$ cat config.mk
export PLATFORM = sky130hd
export DESIGN_NAME = tracker_pattern_cell_decoder_top_flat
export DESIGN_NICKNAME = d
export VERILOG_FILES = /design/src/tpcd_pkg.sv /design/src/tpcd_if.sv /design/src/tracker_pattern_cell_decoder_top.sv /design/src/tpcd_front.sv /design/src/tpcd_queue.sv /design/src/tpcd_back.sv /design/src/flat_wrapper.sv
export SDC_FILE = /design/constraint.sdc
export NUM_CORES = 1
export LEC_CHECK = 0
export ABC_CLOCK_PERIOD_IN_PS = 9600
export BUFFER_PORTS_ARGS = -buffer_cell sky130_fd_sc_hd__buf_2
export CAP_MARGIN = 5
export CORE_ASPECT_RATIO = 0.7
export CORE_MARGIN = 2
export CORE_UTILIZATION = 45
export CTS_CLUSTER_DIAMETER = 60
export CTS_CLUSTER_SIZE = 14
export DETAILED_ROUTE_END_ITERATION = 10
export PLACE_DENSITY = 0.68
export RECOVER_POWER = 100
export REMOVE_ABC_BUFFERS = 1
export SKIP_LAST_GASP = 1
export SLEW_MARGIN = 20
export SYNTH_ARGS = -nofsm -noshare
export SYNTH_HDL_FRONTEND = slang
export SYNTH_SLANG_ARGS = --single-unit
$ cat constraint.sdc
create_clock -name clk -period 9.6 [get_ports clk]
set_input_delay 0 -clock clk [delete_from_list [all_inputs] [get_ports clk]]
set_output_delay 0 -clock clk [all_outputs]
set_load 0.01 [all_outputs]
$ cat src/tpcd_pkg.sv
// Shared types, constants and decode functions of the tracker pattern cell decoder.
`timescale 1ns / 1ps
package tpcd_pkg;

  // Pattern geometry used for the position check
  localparam int LINES_PER_PATTERN = 64;
  localparam int CHANNELS          = 9;
  localparam logic [7:0] LINE_LIMIT = 8'(LINES_PER_PATTERN);
  localparam logic [7:0] CHAN_LIMIT = 8'(CHANNELS);

  // Cell queue between parser and decoder
  localparam int QDEPTH = 4;
  localparam int QPTR_W = $clog2(QDEPTH);
  localparam int QCNT_W = QPTR_W + 1;

  // Note remap constants
  localparam logic [6:0] NOTE_KEY_OFF_IN = 7'd15;
  localparam logic [6:0] NOTE_KEY_OFF    = 7'd127;
  localparam logic [6:0] NOTE_OCT_LOW    = 7'd16;
  localparam logic [6:0] NOTE_NO_INC     = 7'd126;

  // Divide by ten: x / 10 == (x * 205) >> 11 for every 8-bit x
  localparam logic [7:0] DIV10_MUL   = 8'd205;
  localparam int         DIV10_SHIFT = 11;
  localparam logic [3:0] TEN         = 4'd10;

  // Parser phases
  typedef enum logic [2:0] {
    PH_LINE  = 3'd0,
    PH_CHAN  = 3'd1,
    PH_NOTE  = 3'd2,
    PH_INSFX = 3'd3,
    PH_PARAM = 3'd4
  } phase_t;

  // Raw cell as gathered by the parser
  typedef struct packed {
    logic [6:0] line;
    logic [6:0] channel;
    logic [6:0] note;
    logic [4:0] instrument;
    logic [3:0] effect;
    logic [7:0] param;
    logic       has_param;
    logic       line_last;
    logic       chan_last;
  } cell_t;

  // Effect translation table
  function automatic logic [7:0] fx_xlate(input logic [3:0] fx);
    logic [7:0] r;
    case (fx)
      4'd1:    r = 8'd1;
      4'd2:    r = 8'd2;
      4'd3:    r = 8'd3;
      4'd5:    r = 8'd5;
      4'd10:   r = 8'd20;
      4'd12:   r = 8'd17;
      4'd13:   r = 8'h0d;
      4'd15:   r = 8'd19;
      default: r = 8'd255;
    endcase
    return r;
  endfunction

  // Map packed note to linear form; key off becomes 127
  function automatic logic [6:0] remap_note(input logic [6:0] n_in);
    logic [6:0] n;
    n = n_in;
    if (n == NOTE_KEY_OFF_IN) begin
      n = NOTE_KEY_OFF;
    end
    if (n > NOTE_OCT_LOW && n < NOTE_KEY_OFF) begin
      n = n - 7'({n[6:4], 2'b00});
    end
    if (n != 7'd0 && n < NOTE_NO_INC) begin
      n = n + 7'd1;
    end
    return n;
  endfunction

endpackage

$ cat src/tpcd_if.sv
// Valid/ready channel interfaces for pattern bytes and decoded cells.
`timescale 1ns / 1ps
interface tpcd_in_if;
  logic       valid;
  logic       ready;
  logic [7:0] byte_value;
  logic       start_of_pattern;
  modport source (output valid, output byte_value, output start_of_pattern, input ready);
  modport sink   (input valid, input byte_value, input start_of_pattern, output ready);
endinterface

interface tpcd_out_if;
  logic       valid;
  logic       ready;
  logic [6:0] line_number;
  logic [6:0] channel_number;
  logic [6:0] note_code;
  logic [4:0] instrument_number;
  logic [7:0] effect_code;
  logic [4:0] param_tens;
  logic [3:0] param_units;
  logic       last_in_pattern;
  logic       bad_position;
  modport source (
    output valid, output line_number, output channel_number, output note_code,
    output instrument_number, output effect_code, output param_tens,
    output param_units, output last_in_pattern, output bad_position, input ready
  );
  modport sink (
    input valid, input line_number, input channel_number, input note_code,
    input instrument_number, input effect_code, input param_tens,
    input param_units, input last_in_pattern, input bad_position, output ready
  );
endinterface

$ cat src/tracker_pattern_cell_decoder_top.sv
// Top level of the tracker pattern cell decoder: parser, cell queue, decoder.
//
//   channel  dir  handshake        beat contents
//   in_ch    in   valid/ready      byte_value, start_of_pattern
//   out_ch   out  valid/ready      line, channel, note, instrument, effect,
//                                  param tens/units, last/bad flags
//
// One byte per cycle is taken while the four-entry cell queue has room.
// A cell is in the output register in the cycle after it is dequeued; the
// decode stage pops one cell per cycle while out_ch takes beats.
// Reset (rst_n low, synchronous) puts the parser in the line-byte phase
// and empties queue and output register.
// A stall on out_ch backs up the queue; in_ch.ready drops only when it is full.
`timescale 1ns / 1ps
module tracker_pattern_cell_decoder_top (
  input  logic        clk,
  input  logic        rst_n,
  tpcd_in_if.sink     in_ch,
  tpcd_out_if.source  out_ch
);

  logic            q_push, q_pop, q_full, q_not_empty;
  tpcd_pkg::cell_t push_cell, head_cell;

  tpcd_front u_front (
    .clk    (clk),
    .rst_n  (rst_n),
    .in_ch  (in_ch),
    .q_full (q_full),
    .q_push (q_push),
    .q_cell (push_cell)
  );

  tpcd_queue u_queue (
    .clk       (clk),
    .rst_n     (rst_n),
    .push      (q_push),
    .push_cell (push_cell),
    .pop       (q_pop),
    .full      (q_full),
    .not_empty (q_not_empty),
    .head_cell (head_cell)
  );

  tpcd_back u_back (
    .clk     (clk),
    .rst_n   (rst_n),
    .q_valid (q_not_empty),
    .q_cell  (head_cell),
    .q_pop   (q_pop),
    .out_ch  (out_ch)
  );

  // A start-of-pattern byte is always a line byte and never ends a cell
  a_start_no_push: assert property (@(posedge clk) disable iff (!rst_n)
    (in_ch.valid && in_ch.ready && in_ch.start_of_pattern) |-> !q_push)
    else $error("cell pushed on start-of-pattern byte");

  // Never push into a full queue
  a_no_overflow: assert property (@(posedge clk) disable iff (!rst_n)
    q_push |-> !q_full)
    else $error("push into full cell queue");

  // Never pop an empty queue
  a_no_underflow: assert property (@(posedge clk) disable iff (!rst_n)
    q_pop |-> q_not_empty)
    else $error("pop from empty cell queue");

  // A new output beat appears only after a dequeue
  a_out_from_pop: assert property (@(posedge clk) disable iff (!rst_n)
    $rose(out_ch.valid) |-> $past(q_pop))
    else $error("output beat without dequeue");

endmodule

$ cat src/tpcd_front.sv
// Byte parser: walks the packed stream and pushes each completed raw cell.
`timescale 1ns / 1ps
module tpcd_front (
  input  logic           clk,
  input  logic           rst_n,
  tpcd_in_if.sink        in_ch,
  input  logic           q_full,
  output logic           q_push,
  output tpcd_pkg::cell_t q_cell
);

  tpcd_pkg::phase_t phase_r, phase_nxt, eff_phase;
  logic [6:0] line_r, line_nxt;
  logic [6:0] chan_r, chan_nxt;
  logic       line_last_r, line_last_nxt;
  logic       chan_last_r, chan_last_nxt;
  logic [6:0] note_r, note_nxt;
  logic [4:0] inst_r, inst_nxt;
  logic [3:0] fx_r, fx_nxt;
  logic       take;
  logic [7:0] b;
  logic [4:0] inst_sum;

  assign in_ch.ready = !q_full;
  assign take        = in_ch.valid && in_ch.ready;
  assign b           = in_ch.byte_value;
  assign eff_phase   = in_ch.start_of_pattern ? tpcd_pkg::PH_LINE : phase_r;
  assign inst_sum    = inst_r + {1'b0, b[7:4]};

  // Next phase
  always_comb begin
    phase_nxt = phase_r;
    if (take) begin
      case (eff_phase)
        tpcd_pkg::PH_CHAN:  phase_nxt = tpcd_pkg::PH_NOTE;
        tpcd_pkg::PH_NOTE:  phase_nxt = tpcd_pkg::PH_INSFX;
        tpcd_pkg::PH_INSFX: begin
          if (b[3:0] != 4'd0) begin
            phase_nxt = tpcd_pkg::PH_PARAM;
          end else begin
            phase_nxt = chan_last_r ? tpcd_pkg::PH_LINE : tpcd_pkg::PH_CHAN;
          end
        end
        tpcd_pkg::PH_PARAM: phase_nxt = chan_last_r ? tpcd_pkg::PH_LINE : tpcd_pkg::PH_CHAN;
        default:            phase_nxt = tpcd_pkg::PH_CHAN;
      endcase
    end
  end

  // Field capture and cell push
  always_comb begin
    line_nxt      = line_r;
    chan_nxt      = chan_r;
    line_last_nxt = line_last_r;
    chan_last_nxt = chan_last_r;
    note_nxt      = note_r;
    inst_nxt      = inst_r;
    fx_nxt        = fx_r;
    q_push        = 1'b0;
    q_cell.line       = line_r;
    q_cell.channel    = chan_r;
    q_cell.note       = note_r;
    q_cell.instrument = inst_r;
    q_cell.effect     = fx_r;
    q_cell.param      = b;
    q_cell.has_param  = 1'b1;
    q_cell.line_last  = line_last_r;
    q_cell.chan_last  = chan_last_r;
    if (take) begin
      case (eff_phase)
        tpcd_pkg::PH_CHAN: begin
          chan_nxt      = b[6:0];
          chan_last_nxt = b[7];
        end
        tpcd_pkg::PH_NOTE: begin
          note_nxt = b[6:0];
          inst_nxt = {b[7], 4'd0};
        end
        tpcd_pkg::PH_INSFX: begin
          inst_nxt = inst_sum;
          fx_nxt   = b[3:0];
          // No parameter follows a zero effect: the cell ends here
          q_cell.instrument = inst_sum;
          q_cell.effect     = b[3:0];
          q_cell.param      = 8'd0;
          q_cell.has_param  = 1'b0;
          q_push            = (b[3:0] == 4'd0);
        end
        tpcd_pkg::PH_PARAM: begin
          q_push = 1'b1;
        end
        default: begin
          line_nxt      = b[6:0];
          line_last_nxt = b[7];
        end
      endcase
    end
  end

  // Control state
  always_ff @(posedge clk) begin
    if (!rst_n) begin
      phase_r     <= tpcd_pkg::PH_LINE;
      line_r      <= 7'd0;
      chan_r      <= 7'd0;
      line_last_r <= 1'b0;
      chan_last_r <= 1'b0;
      note_r      <= 7'd0;
      inst_r      <= 5'd0;
      fx_r        <= 4'd0;
    end else begin
      phase_r     <= phase_nxt;
      line_r      <= line_nxt;
      chan_r      <= chan_nxt;
      line_last_r <= line_last_nxt;
      chan_last_r <= chan_last_nxt;
      note_r      <= note_nxt;
      inst_r      <= inst_nxt;
      fx_r        <= fx_nxt;
    end
  end

endmodule

$ cat src/tpcd_queue.sv
// Short cell queue between parser and decoder.
`timescale 1ns / 1ps
module tpcd_queue (
  input  logic            clk,
  input  logic            rst_n,
  input  logic            push,
  input  tpcd_pkg::cell_t push_cell,
  input  logic            pop,
  output logic            full,
  output logic            not_empty,
  output tpcd_pkg::cell_t head_cell
);

  tpcd_pkg::cell_t mem_r [tpcd_pkg::QDEPTH];
  logic [tpcd_pkg::QPTR_W-1:0] wr_ptr_r, rd_ptr_r;
  logic [tpcd_pkg::QCNT_W-1:0] count_r;

  assign full      = (count_r == tpcd_pkg::QCNT_W'(tpcd_pkg::QDEPTH));
  assign not_empty = (count_r != '0);
  assign head_cell = mem_r[rd_ptr_r];

  // Store entry
  always_ff @(posedge clk) begin
    if (push) begin
      mem_r[wr_ptr_r] <= push_cell;
    end
  end

  // Advance pointers and count
  always_ff @(posedge clk) begin
    if (!rst_n) begin
      wr_ptr_r <= '0;
      rd_ptr_r <= '0;
      count_r  <= '0;
    end else begin
      if (push) begin
        wr_ptr_r <= wr_ptr_r + tpcd_pkg::QPTR_W'(1);
      end
      if (pop) begin
        rd_ptr_r <= rd_ptr_r + tpcd_pkg::QPTR_W'(1);
      end
      case ({push, pop})
        2'b10:   count_r <= count_r + tpcd_pkg::QCNT_W'(1);
        2'b01:   count_r <= count_r - tpcd_pkg::QCNT_W'(1);
        default: count_r <= count_r;
      endcase
    end
  end

endmodule

$ cat src/tpcd_back.sv
// Cell decoder: remaps note and effect, splits the parameter, holds the output beat.
`timescale 1ns / 1ps
module tpcd_back (
  input  logic            clk,
  input  logic            rst_n,
  input  logic            q_valid,
  input  tpcd_pkg::cell_t q_cell,
  output logic            q_pop,
  tpcd_out_if.source      out_ch
);

  logic        valid_r;
  logic [15:0] prod;
  logic [4:0]  tens;
  logic [7:0]  tens_x10;
  logic [7:0]  units;
  logic        bad;

  logic [6:0] line_r, chan_r, note_r;
  logic [4:0] inst_r, tens_r;
  logic [7:0] fx_r;
  logic [3:0] units_r;
  logic       last_r, bad_r;

  assign q_pop = q_valid && (!valid_r || out_ch.ready);

  // Split parameter into tens and units by reciprocal multiply; flag out-of-range positions
  always_comb begin
    prod     = 16'(q_cell.param) * 16'(tpcd_pkg::DIV10_MUL);
    tens     = prod[tpcd_pkg::DIV10_SHIFT +: 5];
    tens_x10 = 8'(tens) * 8'(tpcd_pkg::TEN);
    units    = q_cell.param - tens_x10;
    bad      = ({1'b0, q_cell.line} >= tpcd_pkg::LINE_LIMIT)
            || ({1'b0, q_cell.channel} >= tpcd_pkg::CHAN_LIMIT);
  end

  // Output valid
  always_ff @(posedge clk) begin
    if (!rst_n) begin
      valid_r <= 1'b0;
    end else if (q_pop) begin
      valid_r <= 1'b1;
    end else if (out_ch.ready) begin
      valid_r <= 1'b0;
    end
  end

  // Load output payload
  always_ff @(posedge clk) begin
    if (q_pop) begin
      line_r  <= q_cell.line;
      chan_r  <= q_cell.channel;
      note_r  <= tpcd_pkg::remap_note(q_cell.note);
      inst_r  <= q_cell.instrument;
      fx_r    <= tpcd_pkg::fx_xlate(q_cell.effect);
      tens_r  <= q_cell.has_param ? tens : 5'd0;
      units_r <= q_cell.has_param ? units[3:0] : 4'd0;
      last_r  <= q_cell.line_last && q_cell.chan_last;
      bad_r   <= bad;
    end
  end

  assign out_ch.valid             = valid_r;
  assign out_ch.line_number       = line_r;
  assign out_ch.channel_number    = chan_r;
  assign out_ch.note_code         = note_r;
  assign out_ch.instrument_number = inst_r;
  assign out_ch.effect_code       = fx_r;
  assign out_ch.param_tens        = tens_r;
  assign out_ch.param_units       = units_r;
  assign out_ch.last_in_pattern   = last_r;
  assign out_ch.bad_position      = bad_r;

endmodule
$ cat src/flat_wrapper.sv
// flat-port wrapper written by rule: the top's interface ports become plain ports
module tracker_pattern_cell_decoder_top_flat 
  (clk, rst_n, in_ch_valid, in_ch_byte_value, in_ch_start_of_pattern, in_ch_ready, out_ch_valid, out_ch_line_number, out_ch_channel_number, out_ch_note_code, out_ch_instrument_number, out_ch_effect_code, out_ch_param_tens, out_ch_param_units, out_ch_last_in_pattern, out_ch_bad_position, out_ch_ready);
  tpcd_in_if in_ch_i ();
  tpcd_out_if out_ch_i ();
  input  logic clk;
  input  logic rst_n;
  input wire logic [$bits(in_ch_i.valid)-1:0] in_ch_valid;
  input wire logic [$bits(in_ch_i.byte_value)-1:0] in_ch_byte_value;
  input wire logic [$bits(in_ch_i.start_of_pattern)-1:0] in_ch_start_of_pattern;
  output wire logic [$bits(in_ch_i.ready)-1:0] in_ch_ready;
  output wire logic [$bits(out_ch_i.valid)-1:0] out_ch_valid;
  output wire logic [$bits(out_ch_i.line_number)-1:0] out_ch_line_number;
  output wire logic [$bits(out_ch_i.channel_number)-1:0] out_ch_channel_number;
  output wire logic [$bits(out_ch_i.note_code)-1:0] out_ch_note_code;
  output wire logic [$bits(out_ch_i.instrument_number)-1:0] out_ch_instrument_number;
  output wire logic [$bits(out_ch_i.effect_code)-1:0] out_ch_effect_code;
  output wire logic [$bits(out_ch_i.param_tens)-1:0] out_ch_param_tens;
  output wire logic [$bits(out_ch_i.param_units)-1:0] out_ch_param_units;
  output wire logic [$bits(out_ch_i.last_in_pattern)-1:0] out_ch_last_in_pattern;
  output wire logic [$bits(out_ch_i.bad_position)-1:0] out_ch_bad_position;
  input wire logic [$bits(out_ch_i.ready)-1:0] out_ch_ready;
  assign in_ch_i.valid = in_ch_valid;
  assign in_ch_i.byte_value = in_ch_byte_value;
  assign in_ch_i.start_of_pattern = in_ch_start_of_pattern;
  assign in_ch_ready = in_ch_i.ready;
  assign out_ch_valid = out_ch_i.valid;
  assign out_ch_line_number = out_ch_i.line_number;
  assign out_ch_channel_number = out_ch_i.channel_number;
  assign out_ch_note_code = out_ch_i.note_code;
  assign out_ch_instrument_number = out_ch_i.instrument_number;
  assign out_ch_effect_code = out_ch_i.effect_code;
  assign out_ch_param_tens = out_ch_i.param_tens;
  assign out_ch_param_units = out_ch_i.param_units;
  assign out_ch_last_in_pattern = out_ch_i.last_in_pattern;
  assign out_ch_bad_position = out_ch_i.bad_position;
  assign out_ch_i.ready = out_ch_ready;
  tracker_pattern_cell_decoder_top u_core (.clk(clk), .rst_n(rst_n), .in_ch(in_ch_i), .out_ch(out_ch_i));
endmodule
# ---- Word level (Yosys, flattened, before mapping)
# Memory sizes are Yosys's and may differ from the RTL's. A register that Yosys moved wholly into a read port is not among the register bits.
# Index checks and enable logic that the tools add are counted.
# W data, S select, Z words.
dict set report classes {
  mul 2
  addsub 8
  reduce_logical 22
  mux 21
  bitwise_logic 1
  n_eq_ne 8
  magnitude_cmp 5
}
# operator count
set ops {}
lappend ops {{$mux W18} 2}
lappend ops {{$mux W7} 5}
lappend ops {{$mul A8 B8 Y16 const B} 1}
lappend ops {{$lt A7 B7 Y1 const B} 2}
lappend ops {{$pmux W3 S4} 1}
lappend ops {{$pmux W5 S2} 1}
lappend ops {{$reduce_and A2 Y1} 5}
lappend ops {{$add A7 B1 Y7 const B} 1}
lappend ops {{$eq A7 B4 Y1 const B} 1}
lappend ops {{$ge A7 B4 Y1 const B} 1}
lappend ops {{$ge A7 B7 Y1 const B} 1}
lappend ops {{$gt A7 B5 Y1 const B} 1}
lappend ops {{$reduce_bool A7 Y1} 1}
lappend ops {{$sub A7 B5 Y7} 1}
lappend ops {{$eq A3 B2 Y1 const B} 2}
lappend ops {{$eq A3 B3 Y1 const B} 2}
lappend ops {{$mux W1} 6}
lappend ops {{$mux W3} 2}
lappend ops {{$pmux W3 S2} 1}
lappend ops {{$reduce_bool A2 Y1} 3}
lappend ops {{$add A5 B4 Y5} 1}
lappend ops {{$logic_and A1 B1 Y1} 5}
lappend ops {{$mul A5 B3 Y3 const B} 1}
lappend ops {{$add A2 B1 Y2 const B} 2}
lappend ops {{15 further kinds} 18}
dict set report word_totals {
  output_inout_bits 47
  rom_bits 128
  ff_bits 80
  memories 2
  ramBits 164
}
# memory words word_bits read_ports rd_ports_with_merged_regs write_ports line_no
set mem_list {}
lappend mem_list {u_core.u_queue.mem_r 4 41 1 1 1 tpcd_queue.sv:14} ;# tpcd_pkg::cell_t mem_r [tpcd_pkg::QDEPTH];
lappend mem_list {{(name not given)} 16 8 1 1 0 tpcd_pkg.sv:52} ;# case (fx)

# ---- Depth between registers and ports, before layout
# Gate-level depths: netlist of run 1.
dict set report logic_depth {
  ltp_word 11
  mapped_depth 22
}

# ---- Hierarchy
# A second synthesis of run 1 with hierarchy kept.
dict set report hier_totals {
  hier_cells 715
  hier_area_um2 11384.7
}
# mod seq_area_each_um2 instances area_each_um2 cells_per_inst
set modules_own_cells {}
lappend modules_own_cells {tpcd_queue 5104.9 1 6409.9 257}
lappend modules_own_cells {tpcd_back 1311.3 1 3261.9 274}
lappend modules_own_cells {tpcd_front 700.7 1 1712.9 184}

# ---- Least setup slack after synthesis of run 1
# Ideal clock, no wire load.
dict set report synth_timing {
  kind {reg-to-reg}
  from {register (tool-made name)}
  to {register u_core.u_back.units_r[3], in the netlist u_core.u_back.out_ch.param_units[3], data pin}
  setup_ns 0.271
  path_slack_ns 3.327
  path_stages_with_launch 23
  t_arrival_ns 6.002
  synth_period_minus_slack_ns 6.273
  cell_sequence {dfxtp_1 > buf_6 > buf_2 > buf_2 > buf_2 > mux4_2 > ha_1 > fa_1 > fa_1 > inv_1 > fa_1 > inv_1 > ha_1 > and4_1 > a21oi_1 > o211ai_1 > a21oi_1 > xnor2_1 > fa_1 > xnor2_1 > xnor2_1 > xnor2_1 > nor2_1}
}
# item line_no
set synth_rtl {}
lappend synth_rtl {{end signal: assignment} tpcd_back.sv:57} ;# units_r <= q_cell.has_param ? units[3:0] : 4'd0;
lappend synth_rtl {{end: declaration} tpcd_back.sv:22} ;# logic [3:0] units_r;

==> metrics, run 1 <==
status finished, violations left; failing checks capacitance limit, slew limit; design area 12500 µm²; sequential-to-total area share from yosys stat 63.3%; dpl ws 3.30 ns; Core ar. about 25000 µm²; ANT cells 0; Post-CTS Setup Bufs 0; Critical Path AT a little over 7 ns; top-area cell type share of the netlist area between 50% and 60%; Max H-tree Level 1; critical path's slowest cell dfxtp_1; vias in the first global route a little under 6000; Layout area overhead 11.6%; Avg WL per Cell about 18 µm; crit path cell chain clkbuf_1, mux4_2, ha_1, inv_1, fa_1, fa_1, inv_1, ha_1, ha_1, and4_1, a21oi_1, o211ai_1, a21oi_1, xnor2_1, fa_1, xnor2_1, xnor2_1, xnor2_1, nor2_1; RSZ-0062 raised after global routing no; first-pass GRT wire length 32.6 mm; Post-synth ARST share 0%; worst r2r path cells 19; Crit path largest cell delay 1.31 ns; Worst-path clk slew about 0.070 ns; final setup vio count 0; HPWL after DPL roughly 13 mm; Final Power about 4200 µW; Final period util between 70% and 80%; Die ar. about 26000 µm²; non-filler cells, final between 1000 and 1500; pins over their slew limit between 200 and 250; IO Pins 60; port bufs 59; cell area after synthesis approximately 11000 µm²; Die W 193 µm; most common cell after layout, fill and taps aside edfxtp_1; Placed Cells roughly 1100; GR Overflow Total 0; Tot GR Track Use between 15 and 20%; Final Worst Setup Slack around 2.6 ns; Synth Flop Type edfxtp_1; fill count approximately 2100; vias per cell 5.27; Ys Warns 0; Vias ~6000; nets between 800 and 900; leading area contributor after synthesis edfxtp_1; worst slew pin tran 2.96 ns; Pwr Density ~340 nW/µm²; critical path endpoint category flip-flop; chip height approximately 140 µm; CTS tree built; initial DRC count about 440; CP startpoint kind flip-flop; synth top area cells edfxtp_1 55%, dfxtp_1 8.0%, mux4_2 7.4%, ha_1 6.9%, fa_1 2.7%; CTS root buffer clkbuf_16; largest net degree at the start of global routing between 40 and 50; initial core utilization a little under half; worst-path fanout max 29; Final TNS setup 0 ns; relative slew slack -97.1%; share of layout cells above drive strength 1 a little over a tenth; Cell variety after synth between 60 and 70; f_max about 0.14 GHz; clk sinks roughly 250; commonest non-fill, non-tap cells in the layout 207 x edfxtp_1, 67 x clkbuf_1, 62 x ha_1, 49 x inv_1, 45 x dfxtp_1; Min-Delay Startpoint in_ch_valid; endpoints failing hold 0; GP Congestion approximately 0.85; Total Routed Length about 21 mm; DRT antenna net count 0; Final min period about 7.0 ns; crit-path most repeated cell xnor2_1; skew final 0.0165 ns; Placement Cell Area roughly 12000 µm²; total of max-cap violations 5; Syn Area/Cell between 15 and 20 µm²; r2r setup slk between 2 and 3 ns; hold crit path type in2reg; Post-CTS Resized 0; Num CTS Buffers 22; critical path class reg2reg; Leak 0.00460 µW; Max rail drop VDD about 0.00037 V; maximum buffer depth of the clock tree 3; Seq cells post-synth 252; Hold Path End u_core.u_front.phase_r[2]; worst skew pair latency between 0.5 and 0.6 ns; TritonRoute pass-1 iters 5; Hold Path Depth 5; reg-to-reg endpoint u_core.u_back.out_ch.param_units[3]; row count 48; initial antenna violation count 0; Critical Path RT roughly 10 ns; number of flops mapped to enable cells by yosys about 210; Mapped Cells roughly 730; # DRC 0
critical path: cells and delay by family, from the launching register on:
kind            cells  cell delay, ns
compound gates      3            0.51
xor+xnor            4            0.65
fa+ha+maj           6            2.44
buf+inv             3            1.05
flops               1            1.31
mux                 1            0.53
simple gates        2            0.26
cell type report:
class                           instances  area, µm²  share of cell area (%)
Multi-Input combinational cell        400       3830                    30.5
Sequential cell                       252       7120                    56.7
Clock buffer                           34        617                    4.92
Tap cell                              325        407                    3.24
Clock inverter                          2       17.5                   0.140
Timing Repair Buffer                   78        373                    2.97
Inverter                               49        184                    1.47
sequential cells by signal, indices dropped and copies added, names as in the netlist, 5 cells and up, named ones only:
| signal | cells |
|---|---|
| u_core.u_back.out_ch.instrument_number | 5 |
| u_core.u_back.out_ch.param_tens | 5 |
| u_core.u_front.chan_r | 7 |
| u_core.u_back.out_ch.channel_number | 7 |
| u_core.u_back.out_ch.line_number | 7 |
| u_core.u_back.out_ch.effect_code | 6 |
| u_core.u_back.out_ch.note_code | 7 |
| u_core.u_queue.mem_r | 164 |
| u_core.u_front.inst_r | 5 |
| u_core.u_front.note_r | 7 |
| u_core.u_front.line_r | 7 |
cells by family (layout without fill, tap and decap cells):
family	after synthesis	after routing	synth area share (%)
AO/OA/AOI/OAI	77	77	4.82
multiplexers	68	68	10.6
XOR/XNOR	24	24	1.87
adder cells (fa/ha/maj)	77	77	9.57
buffers and inverters	73	163	2.64
AND/OR/NAND/NOR	154	154	7.22
flip-flops	252	252	63.3
routing by layer:
layer	up-vias	routed length [µm]	global-route usage, %
met5	-	0	0
met4	0	326	2.99
met3	27	958	2.56
met2	150	8940	23.9
met1	2990	10700	25.6
li1	2841	-	-
how the worst max path moves through the flow:
stage / startpoint / end / slack [ns] / depth (start not counted)
after floorplan: flip-flop / u_core.u_back.out_ch.param_units[3] / 2.69 / 18
after global placement: flip-flop / u_core.u_back.out_ch.param_units[3] / 3.44 / 19
after detailed placement: flip-flop / u_core.u_back.out_ch.param_units[3] / 3.30 / 19
after CTS: flip-flop / u_core.u_back.out_ch.param_units[3] / 3.27 / 19
after global routing: flip-flop / u_core.u_back.out_ch.param_units[3] / 2.10 / 19
final: flip-flop / u_core.u_back.out_ch.param_units[3] / 2.59 / 19
synth_stat cells (2+ instances only):
master    count
a21boi_0     12
a21o_1        8
a21oi_1      16
a31oi_1       3
and2_1       27
and3_1        2
and4_1        2
buf_1         4
buf_2         6
buf_4         2
clkbuf_1     11
dfxtp_1      45
edfxtp_1    207
fa_1         15
ha_1         62
inv_1        49
mux2_2        6
mux2i_1      21
mux4_1        2
mux4_2       37
nand2_1      43
nand2b_1      3
nand3_1       4
nand4_1       4
nor2_1       24
nor2b_1      26
nor3_1        4
nor3b_1       2
nor4_1        3
o211ai_1      2
o211ai_2      2
o21a_1        3
o21ai_0      15
or3_1         2
xnor2_1      11
xor2_1       13
through the flow:
step,utilization (%),hold slack [ns]
global route,51.0,0.0629
floorplan,-,0.122
detailed placement,48.4,0.300
finish,51.0,0.0175
global placement,48.4,0.293
CTS,51.4,0.00318
report_power, final:
group	internal [µW]	switching [µW]	total [µW]
Clock	442	367	809
Sequential	1400	74.4	1470
Combinational	858	1090	1950
Total	2700	1530	4230
repair_timing:
action | in CTS | in global routing
hold buffers | 10 | 0
hold endpoints to repair | 31 | 0
setup endpoints to repair | 0 | 0
No activity file was read; power rests on OpenSTA's default activity.
==> inputs of run 2 (changes only) <==
--- a/config.mk
+++ b/config.mk
@@ -5,7 +5,7 @@
 export SDC_FILE = /design/constraint.sdc
 export NUM_CORES = 1
 export LEC_CHECK = 0
-export ABC_CLOCK_PERIOD_IN_PS = 9600
+export ABC_CLOCK_PERIOD_IN_PS = 6700
 export BUFFER_PORTS_ARGS = -buffer_cell sky130_fd_sc_hd__buf_2
 export CAP_MARGIN = 5
 export CORE_ASPECT_RATIO = 0.7
==> constraint.sdc (replaced) <==
create_clock -name clk -period 6.7 [get_ports clk]
set_input_delay 0 -clock clk [delete_from_list [all_inputs] [get_ports clk]]
set_output_delay 0 -clock clk [all_outputs]
set_load 0.01 [all_outputs]
==> run 2 against run 1 <==
  * The run still ends with capacitance limit, slew limit left
  * Critical endpoint unchanged
  * Non-clock buffer count grew 2
  * Fmax up 22%
  * Highest routed layer unchanged
  * Cell count increased by 0.44%
  * Die area is the same
  * Combinational power increased by 43%
==> metrics, run 2 (synthesis gave the netlist of run 1 again) <==
status finished, violations left; failing checks capacitance limit, slew limit; pins over their slew limit 241 (+13%); met2 WL 8.97 mm (+0.36%); DRT antenna net count 0 (unchanged); WP buf/inv 2 (-1); GR Overflow Total 0 (unchanged); Critical Path AT 6.00 ns (-1.25 ns); relative slew slack -91.1% (+6.0 points); initial DRC count 458 (+3.2%); Worst-path clk slew 0.07 ns (about the same); Layout area overhead 11.8%; port bufs 59 (unchanged); fill count 2075 (-1.6%); vias per cell 5.27 (about the same); Final min period 5.77 ns (-1.24 ns); TritonRoute pass-1 iters 4 (-1); max layer used met4; Hold Path Depth 2 (-3); Hold Path End u_core.u_front.phase_r[0]; first-pass GRT wire length 33.2 mm (+1.7%); number of flip-flops in the largest register 164 (unchanged); Die ar. 26300 µm² (unchanged); CTS root buffer clkbuf_16; r2r setup slk 0.93 ns (-1.66 ns); maximum buffer depth of the clock tree 3 (unchanged); total of max-cap violations 6 (+1); Final TNS setup 0 ns (unchanged); Top delay family on crit path adder cells; worst skew pair latency 0.51 ns (about the same); endpoints failing hold 0 (unchanged); nets 895 (+0.22%); commonest non-fill, non-tap cells in the layout 207 x edfxtp_1, 69 x clkbuf_1, 62 x ha_1, 49 x inv_1; Min-Delay Startpoint rst_n; Avg WL per Cell 18.0 µm (-1.9%); hold crit path type in2reg; Critical Path RT 6.93 ns (-2.91 ns); RSZ-0062 raised after global routing no; worst-path fanout max 13 (-55%); Biggest register u_core.u_queue.mem_r; crit path cell chain mux4_1, ha_1, fa_1, fa_1, inv_1, fa_1, inv_1, ha_1, and4_1, a21oi_1, o211ai_1, a21oi_1, xnor2_1, fa_1, xnor2_1, xnor2_1, xnor2_1, nor2_1; skew final 0.00968 ns (-0.00677 ns); Num CTS Buffers 22 (unchanged); CTS tree built; Core ar. 24600 µm² (unchanged); Final Power 6040 µW (+43%); Total Routed Length 20.6 mm (-1.5%); CP startpoint kind flip-flop; non-filler cells, final 1145 (+0.44%); worst r2r path cells 18 (-1); worst slew pin tran 2.87 ns (-0.0898 ns); HPWL after DPL 13.2 mm (-0.69%); share of layout cells above drive strength 1 11.5% (+0.54 points); # DRC 0 (unchanged); final setup vio count 0 (unchanged); initial core utilization 45.7% (unchanged); Placed Cells 1095 (+0.091%); ANT cells 0 (unchanged); Final Worst Setup Slack 0.929 ns (-1.66 ns); Die W 193 µm (unchanged); Leak 0.00462 µW (+0.33%); Pwr Density 481 nW/µm² (+43%); chip height 136 µm (unchanged); critical path endpoint category flip-flop; Vias 6034 (+0.43%); largest net degree at the start of global routing 47 (+2.2%); GP Congestion 0.814 (-4.4%); initial antenna violation count 0 (unchanged); WL met1 10.3 mm (-4.1%); reg-to-reg endpoint u_core.u_back.out_ch.param_units[3]; Max rail drop VDD 0.000666 V (+81%); row count 48 (unchanged); post-layout util 51.1% (+0.12 points); critical path's slowest cell mux4_1; most common cell after layout, fill and taps aside edfxtp_1; clk sinks 252 (unchanged); critical path class reg2reg; vias in the first global route 6095 (+3.8%); Tot GR Track Use 16.4% (+0.15 points); met3 WL 1.05 mm (+9.2%); IO Pins 60 (unchanged); Final period util 86.1% (+13 points); Post-CTS Resized 0 (unchanged); Crit path largest cell delay 0.73 ns (-0.58 ns); Max H-tree Level 1 (unchanged); f_max 0.173 GHz (+22%); dpl ws 0.903 ns (-2.40 ns)
==> run 2: cell types whose count changed in the layout (fill, tap and decap cells not counted), sizes merged <==
cell / delta
clkbuf: +2
buf: +1
clkinv: +1
dlygate4sd3: +1
==> run 2: how the worst max path moves through the flow <==
stage / slack, ns / cells after the start / to
after floorplan: -0.21 / 18 / u_core.u_back.out_ch.param_units[3]
after global placement: 1.02 / 18 / u_core.u_back.out_ch.param_units[3]
after detailed placement: 0.90 / 18 / u_core.u_back.out_ch.param_units[3]
after CTS: 0.90 / 18 / u_core.u_back.out_ch.param_units[3]
after global routing: 0.57 / 18 / u_core.u_back.out_ch.param_units[3]
final: 0.93 / 18 / u_core.u_back.out_ch.param_units[3]
==> run 2: metrics by stage <==
| stage | instance area [µm²] | hold WS (ns) |
|---|---|---|
| after detailed placement | 11900 | 0.322 |
| after global routing | 12600 | 0.131 |
| after global placement | 11900 | 0.316 |
| final | 12600 | 0.112 |
| after floorplan | 11100 | 0.122 |
| after CTS | 12700 | 0.0979 |
==> run 2: timing repair <==
item / 4_1_cts / 5_1_grt
hold buffers: 11 / 0
setup buffers: 0 / 0
endpoints found under the hold margin: 28 / 0
==> run 2: worst register-to-register path: cells and delay by family, from the launching register on <==
family                     cells  cell delay (ns)
DFF                            1             0.55
adders and majority gates      6             2.71
and+or+nand+nor                2             0.28
muxes                          1             0.73
xor gates and xnor gates       4             0.62
AOI/OAI and AO/OA              3             0.51
buffers and inverters          2             0.09
==> run 2: metal layers <==
metal | global-route usage, % | vias to the layer above
met5 | 0 | -
met4 | 3.41 | 0
met3 | 3.05 | 27
met2 | 25.0 | 146
met1 | 24.6 | 3010
li1 | - | 2851
==> run 2: final cells by class <==
class | count | area [µm²] | share of cell area [%]
Sequential cell | 252 | 7120 | 56.6
Inverter | 49 | 184 | 1.46
Clock inverter | 3 | 18.8 | 0.149
Clock buffer | 36 | 624 | 4.97
Timing Repair Buffer | 80 | 390 | 3.10
Multi-Input combinational cell | 400 | 3830 | 30.5
Tap cell | 325 | 407 | 3.23
==> run 2: power by group <==
part / switching, µW / internal (µW) / leakage (µW) / total (µW)
registers: 86.6 / 2000 / 0.00228 / 2090
clock network: 531 / 638 / 0.000311 / 1170
logic: 1560 / 1230 / 0.00203 / 2790
==> inputs of run 3 (changes only) <==
--- a/config.mk
+++ b/config.mk
@@ -5,16 +5,16 @@
 export SDC_FILE = /design/constraint.sdc
 export NUM_CORES = 1
 export LEC_CHECK = 0
+export ABC_AREA = 1
 export ABC_CLOCK_PERIOD_IN_PS = 6700
 export BUFFER_PORTS_ARGS = -buffer_cell sky130_fd_sc_hd__buf_2
 export CAP_MARGIN = 5
 export CORE_ASPECT_RATIO = 0.7
 export CORE_MARGIN = 2
-export CORE_UTILIZATION = 45
-export CTS_CLUSTER_DIAMETER = 60
+export CORE_UTILIZATION = 50
 export CTS_CLUSTER_SIZE = 14
 export DETAILED_ROUTE_END_ITERATION = 10
-export PLACE_DENSITY = 0.68
+export PLACE_DENSITY = 0.73
 export RECOVER_POWER = 100
 export REMOVE_ABC_BUFFERS = 1
 export SKIP_LAST_GASP = 1
==> run 3 against run 2 <==
  * The run still ends with capacitance limit, slew limit left
  * Synthesized area rose by 3.5%
  * Sequential cell count did not move
  * Synthesized cell count rose by 44%
  * Critical path depth rose by 6
  * Clock skew fell by 0.0013 ns
  * Fmax fell by 3.4%
  * Critical path type unchanged
==> metrics, run 3 <==
final setup vio count 0 (unchanged); cell area after synthesis 11600 µm² (+3.5%); GR Overflow Total 0 (unchanged); reg-to-reg endpoint u_core.u_back.out_ch.param_units[3]; Synth top cells by count 207 x edfxtp_1, 166 x nand2_1, 111 x inv_1; chip height 132 µm (-3.4%); row count 46 (-4.2%); design area 13000 µm² (+3.2%); status finished, violations left; crit-path most repeated cell nand2_1; worst skew pair latency 0.52 ns (about the same); skew final 0.00840 ns (-0.00128 ns); r2r setup slk 0.73 ns (-0.20 ns); commonest non-fill, non-tap cells in the layout 207 x edfxtp_1, 166 x nand2_1, 111 x inv_1, 96 x o21ai_0, 85 x nor2_1; largest net degree at the start of global routing 80 (+70%); Worst path depth 24 (+6); CTS tree built; # DRC 0 (unchanged); clk sinks 252 (unchanged); sequential-to-total area share from yosys stat 61.2% (-2.1 points); WP buf/inv 5 (+3); RSZ-0062 raised after global routing no; ANT cells 0 (unchanged); number of flops mapped to enable cells by yosys 207 (unchanged); critical path class reg2reg; Syn Area/Cell 11.2 µm² (-28%); Top delay family on crit path adder cells; endpoints failing hold 0 (unchanged); Final period util 89.1% (+3.0 points); initial antenna violation count 0 (unchanged); first-pass GRT wire length 37.5 mm (+13%); crit path cell chain buf_12, nand2_1, a32oi_1, ha_1, fa_1, fa_1, inv_1, fa_1, inv_1, ha_1, a21oi_1, o21ai_0, inv_1, nand2_1, nand2_1, nand2_1, ha_1, fa_1, inv_1, xor2_1, nand3b_1, nand3_1, nand2_1, nor2_1; Core ar. 22700 µm² (-7.7%); Seq cells post-synth 252 (unchanged); Die ar. 24500 µm² (-6.7%); IO Pins 60 (unchanged); capture point of the critical path u_core.u_back.out_ch.param_units[3]; most common cell after layout, fill and taps aside edfxtp_1; Post-synth ARST share 0% (unchanged); DRT antenna net count 0 (unchanged); maximum buffer depth of the clock tree 3 (unchanged); Final TNS setup 0 ns (unchanged); worst-path fanout max 71 (+58); Placement Cell Area 12300 µm² (+2.7%); Total Routed Length 23.6 mm (+15%); Vias 7600 (+26%); share of layout cells above drive strength 1 8.60% (-2.9 points); hold crit path type in2reg; top-count cell post-synth edfxtp_1; Critical Path AT 6.24 ns (+0.24 ns); leading area contributor after synthesis edfxtp_1; Cell variety after synth 46 (-27%); total of max-cap violations 5 (-1); number of flip-flops in the largest register 164 (unchanged); Die W 186 µm (-3.4%); Worst-path clk slew 0.06 ns (about the same); initial core utilization 51.2% (+5.5 points); Avg WL per Cell 16.4 µm (-8.8%); CTS root buffer clkbuf_16; f_max 0.167 GHz (-3.4%); failing checks capacitance limit, slew limit; Biggest register u_core.u_queue.mem_r; vias in the first global route 7234 (+19%); Num CTS Buffers 24 (+9.1%); port bufs 59 (unchanged); Hold WS 0.0170 ns (-0.0954 ns); HPWL after DPL 15.1 mm (+15%); relative slew slack -95.9% (-4.7 points); Synth Flop Type edfxtp_1; Post-CTS Setup Bufs 0 (unchanged); TritonRoute pass-1 iters 5 (+1); Tot GR Track Use 19.1% (+2.7 points); worst slew pin tran 2.94 ns (+0.0712 ns); Mapped Cells 1042 (+44%); pins over their slew limit 203 (-16%); top-area cell type share of the netlist area 53.4% (-1.9 points); worst r2r path cells 24 (+6); critical path endpoint category flip-flop; fill count 1852 (-11%); Final min period 5.97 ns (+0.200 ns); Max H-tree Level 1 (unchanged); CP startpoint kind flip-flop; Ys Warns 0 (unchanged); Critical Path RT 6.97 ns (+0.04 ns); Crit path largest cell delay 0.66 ns (-0.07 ns); GP Congestion 0.882 (+8.4%); cts hold-fix bufs 11 (unchanged); Layout area overhead 11.5%; initial DRC count 714 (+56%); vias per cell 5.28 (+0.15%); synth top area cells edfxtp_1 53%, dfxtp_1 7.7%, ha_1 6.7%, nand2_1 5.4%, o21ai_0 4.1%; nets 1200 (+34%); Post-CTS Resized 0 (unchanged); critical path's slowest cell dfxtp_1
## run 3: changes by cell type after synthesis, moves of 13 or more
cell / before / now
and2_1: 27 / 1
nor2b_1: 26 / 0
mux2i_1: 21 / 0
nand3_1: 4 / 40
nor2_1: 24 / 85
o22ai_1: 0 / 22
nand2_1: 43 / 166
mux4_2: 37 / 0
a21oi_1: 16 / 61
clkbuf_1: 11 / 24
inv_1: 49 / 111
o21ai_0: 15 / 95
## run 3: how the worst min path moves through the flow
stage	start	end	slack [ns]	cells after the start
after global placement	in_ch_byte_value[7]	u_core.u_front.chan_last_r	0.32	3
after CTS	rst_n	u_core.u_queue.wr_ptr_r[1]	0.003	3
after global routing	rst_n	u_core.u_front.note_r[6]	0.04	3
after detailed placement	in_ch_byte_value[7]	u_core.u_front.chan_last_r	0.32	3
after floorplan	rst_n	u_core.u_back.out_ch.valid	0.13	2
final	rst_n	u_core.u_queue.wr_ptr_r[1]	0.02	3
## run 3: cell type report
type / instances / area, µm² / share of cell area, %
inverter: 118 / 448 / 3.45
clock buffer: 39 / 719 / 5.54
multi-input combinational: 634 / 3860 / 29.7
sequential: 252 / 7120 / 54.8
tap: 312 / 390 / 3.01
clock inverter: 5 / 37.5 / 0.289
timing repair buffer: 80 / 407 / 3.13
## run 3: per-layer routing
| layer | part of all wire, % | vias up | wire (µm) | track usage, % |
|---|---|---|---|---|
| li1 | - | 3737 | - | - |
| met1 | 49 | 3599 | 11500 | 28.7 |
| met2 | 43 | 230 | 10100 | 28.6 |
| met3 | 6.9 | 34 | 1630 | 3.82 |
| met4 | 1.5 | 0 | 356 | 4.18 |
| met5 | 0 | - | 0 | 0 |
## run 3: worst register-to-register path: cells and delay by family (launching register included)
family                     cells  cell delay, ns
xor gates and xnor gates       1            0.18
adders and majority gates      7            2.82
and+or+nand+nor                8            0.72
buffers and inverters          5            0.59
AOI/OAI and AO/OA              3            0.76
DFF                            1            0.66
## run 3: cell families (layout without fill, tap and decap cells)
kind of cell	after synthesis	in the layout	share of synthesized area, %
AO/OA/AOI/OAI	202	202	9.49
XOR/XNOR	9	9	0.677
adder cells (fa/ha/maj)	77	77	9.25
buffers and inverters	156	242	5.60
flip-flops	252	252	61.2
AND/OR/NAND/NOR	346	346	13.8
## run 3: per-stage QoR
| step | utilization [%] | instances | setup WS (ns) |
|---|---|---|---|
| floorplan | - | 1004 | 0.285 |
| global placement | 53.9 | 1385 | 1.15 |
| detailed placement | 53.9 | 1385 | 0.923 |
| CTS | 57.7 | 1440 | 0.864 |
| global route | 57.1 | 1440 | 0.245 |
| finish | 57.1 | 1440 | 0.729 |
Power of run 3 is left out: the tool's default activity adds up to more than one toggle a clock period on the data nets, which glitch-free logic cannot reach.
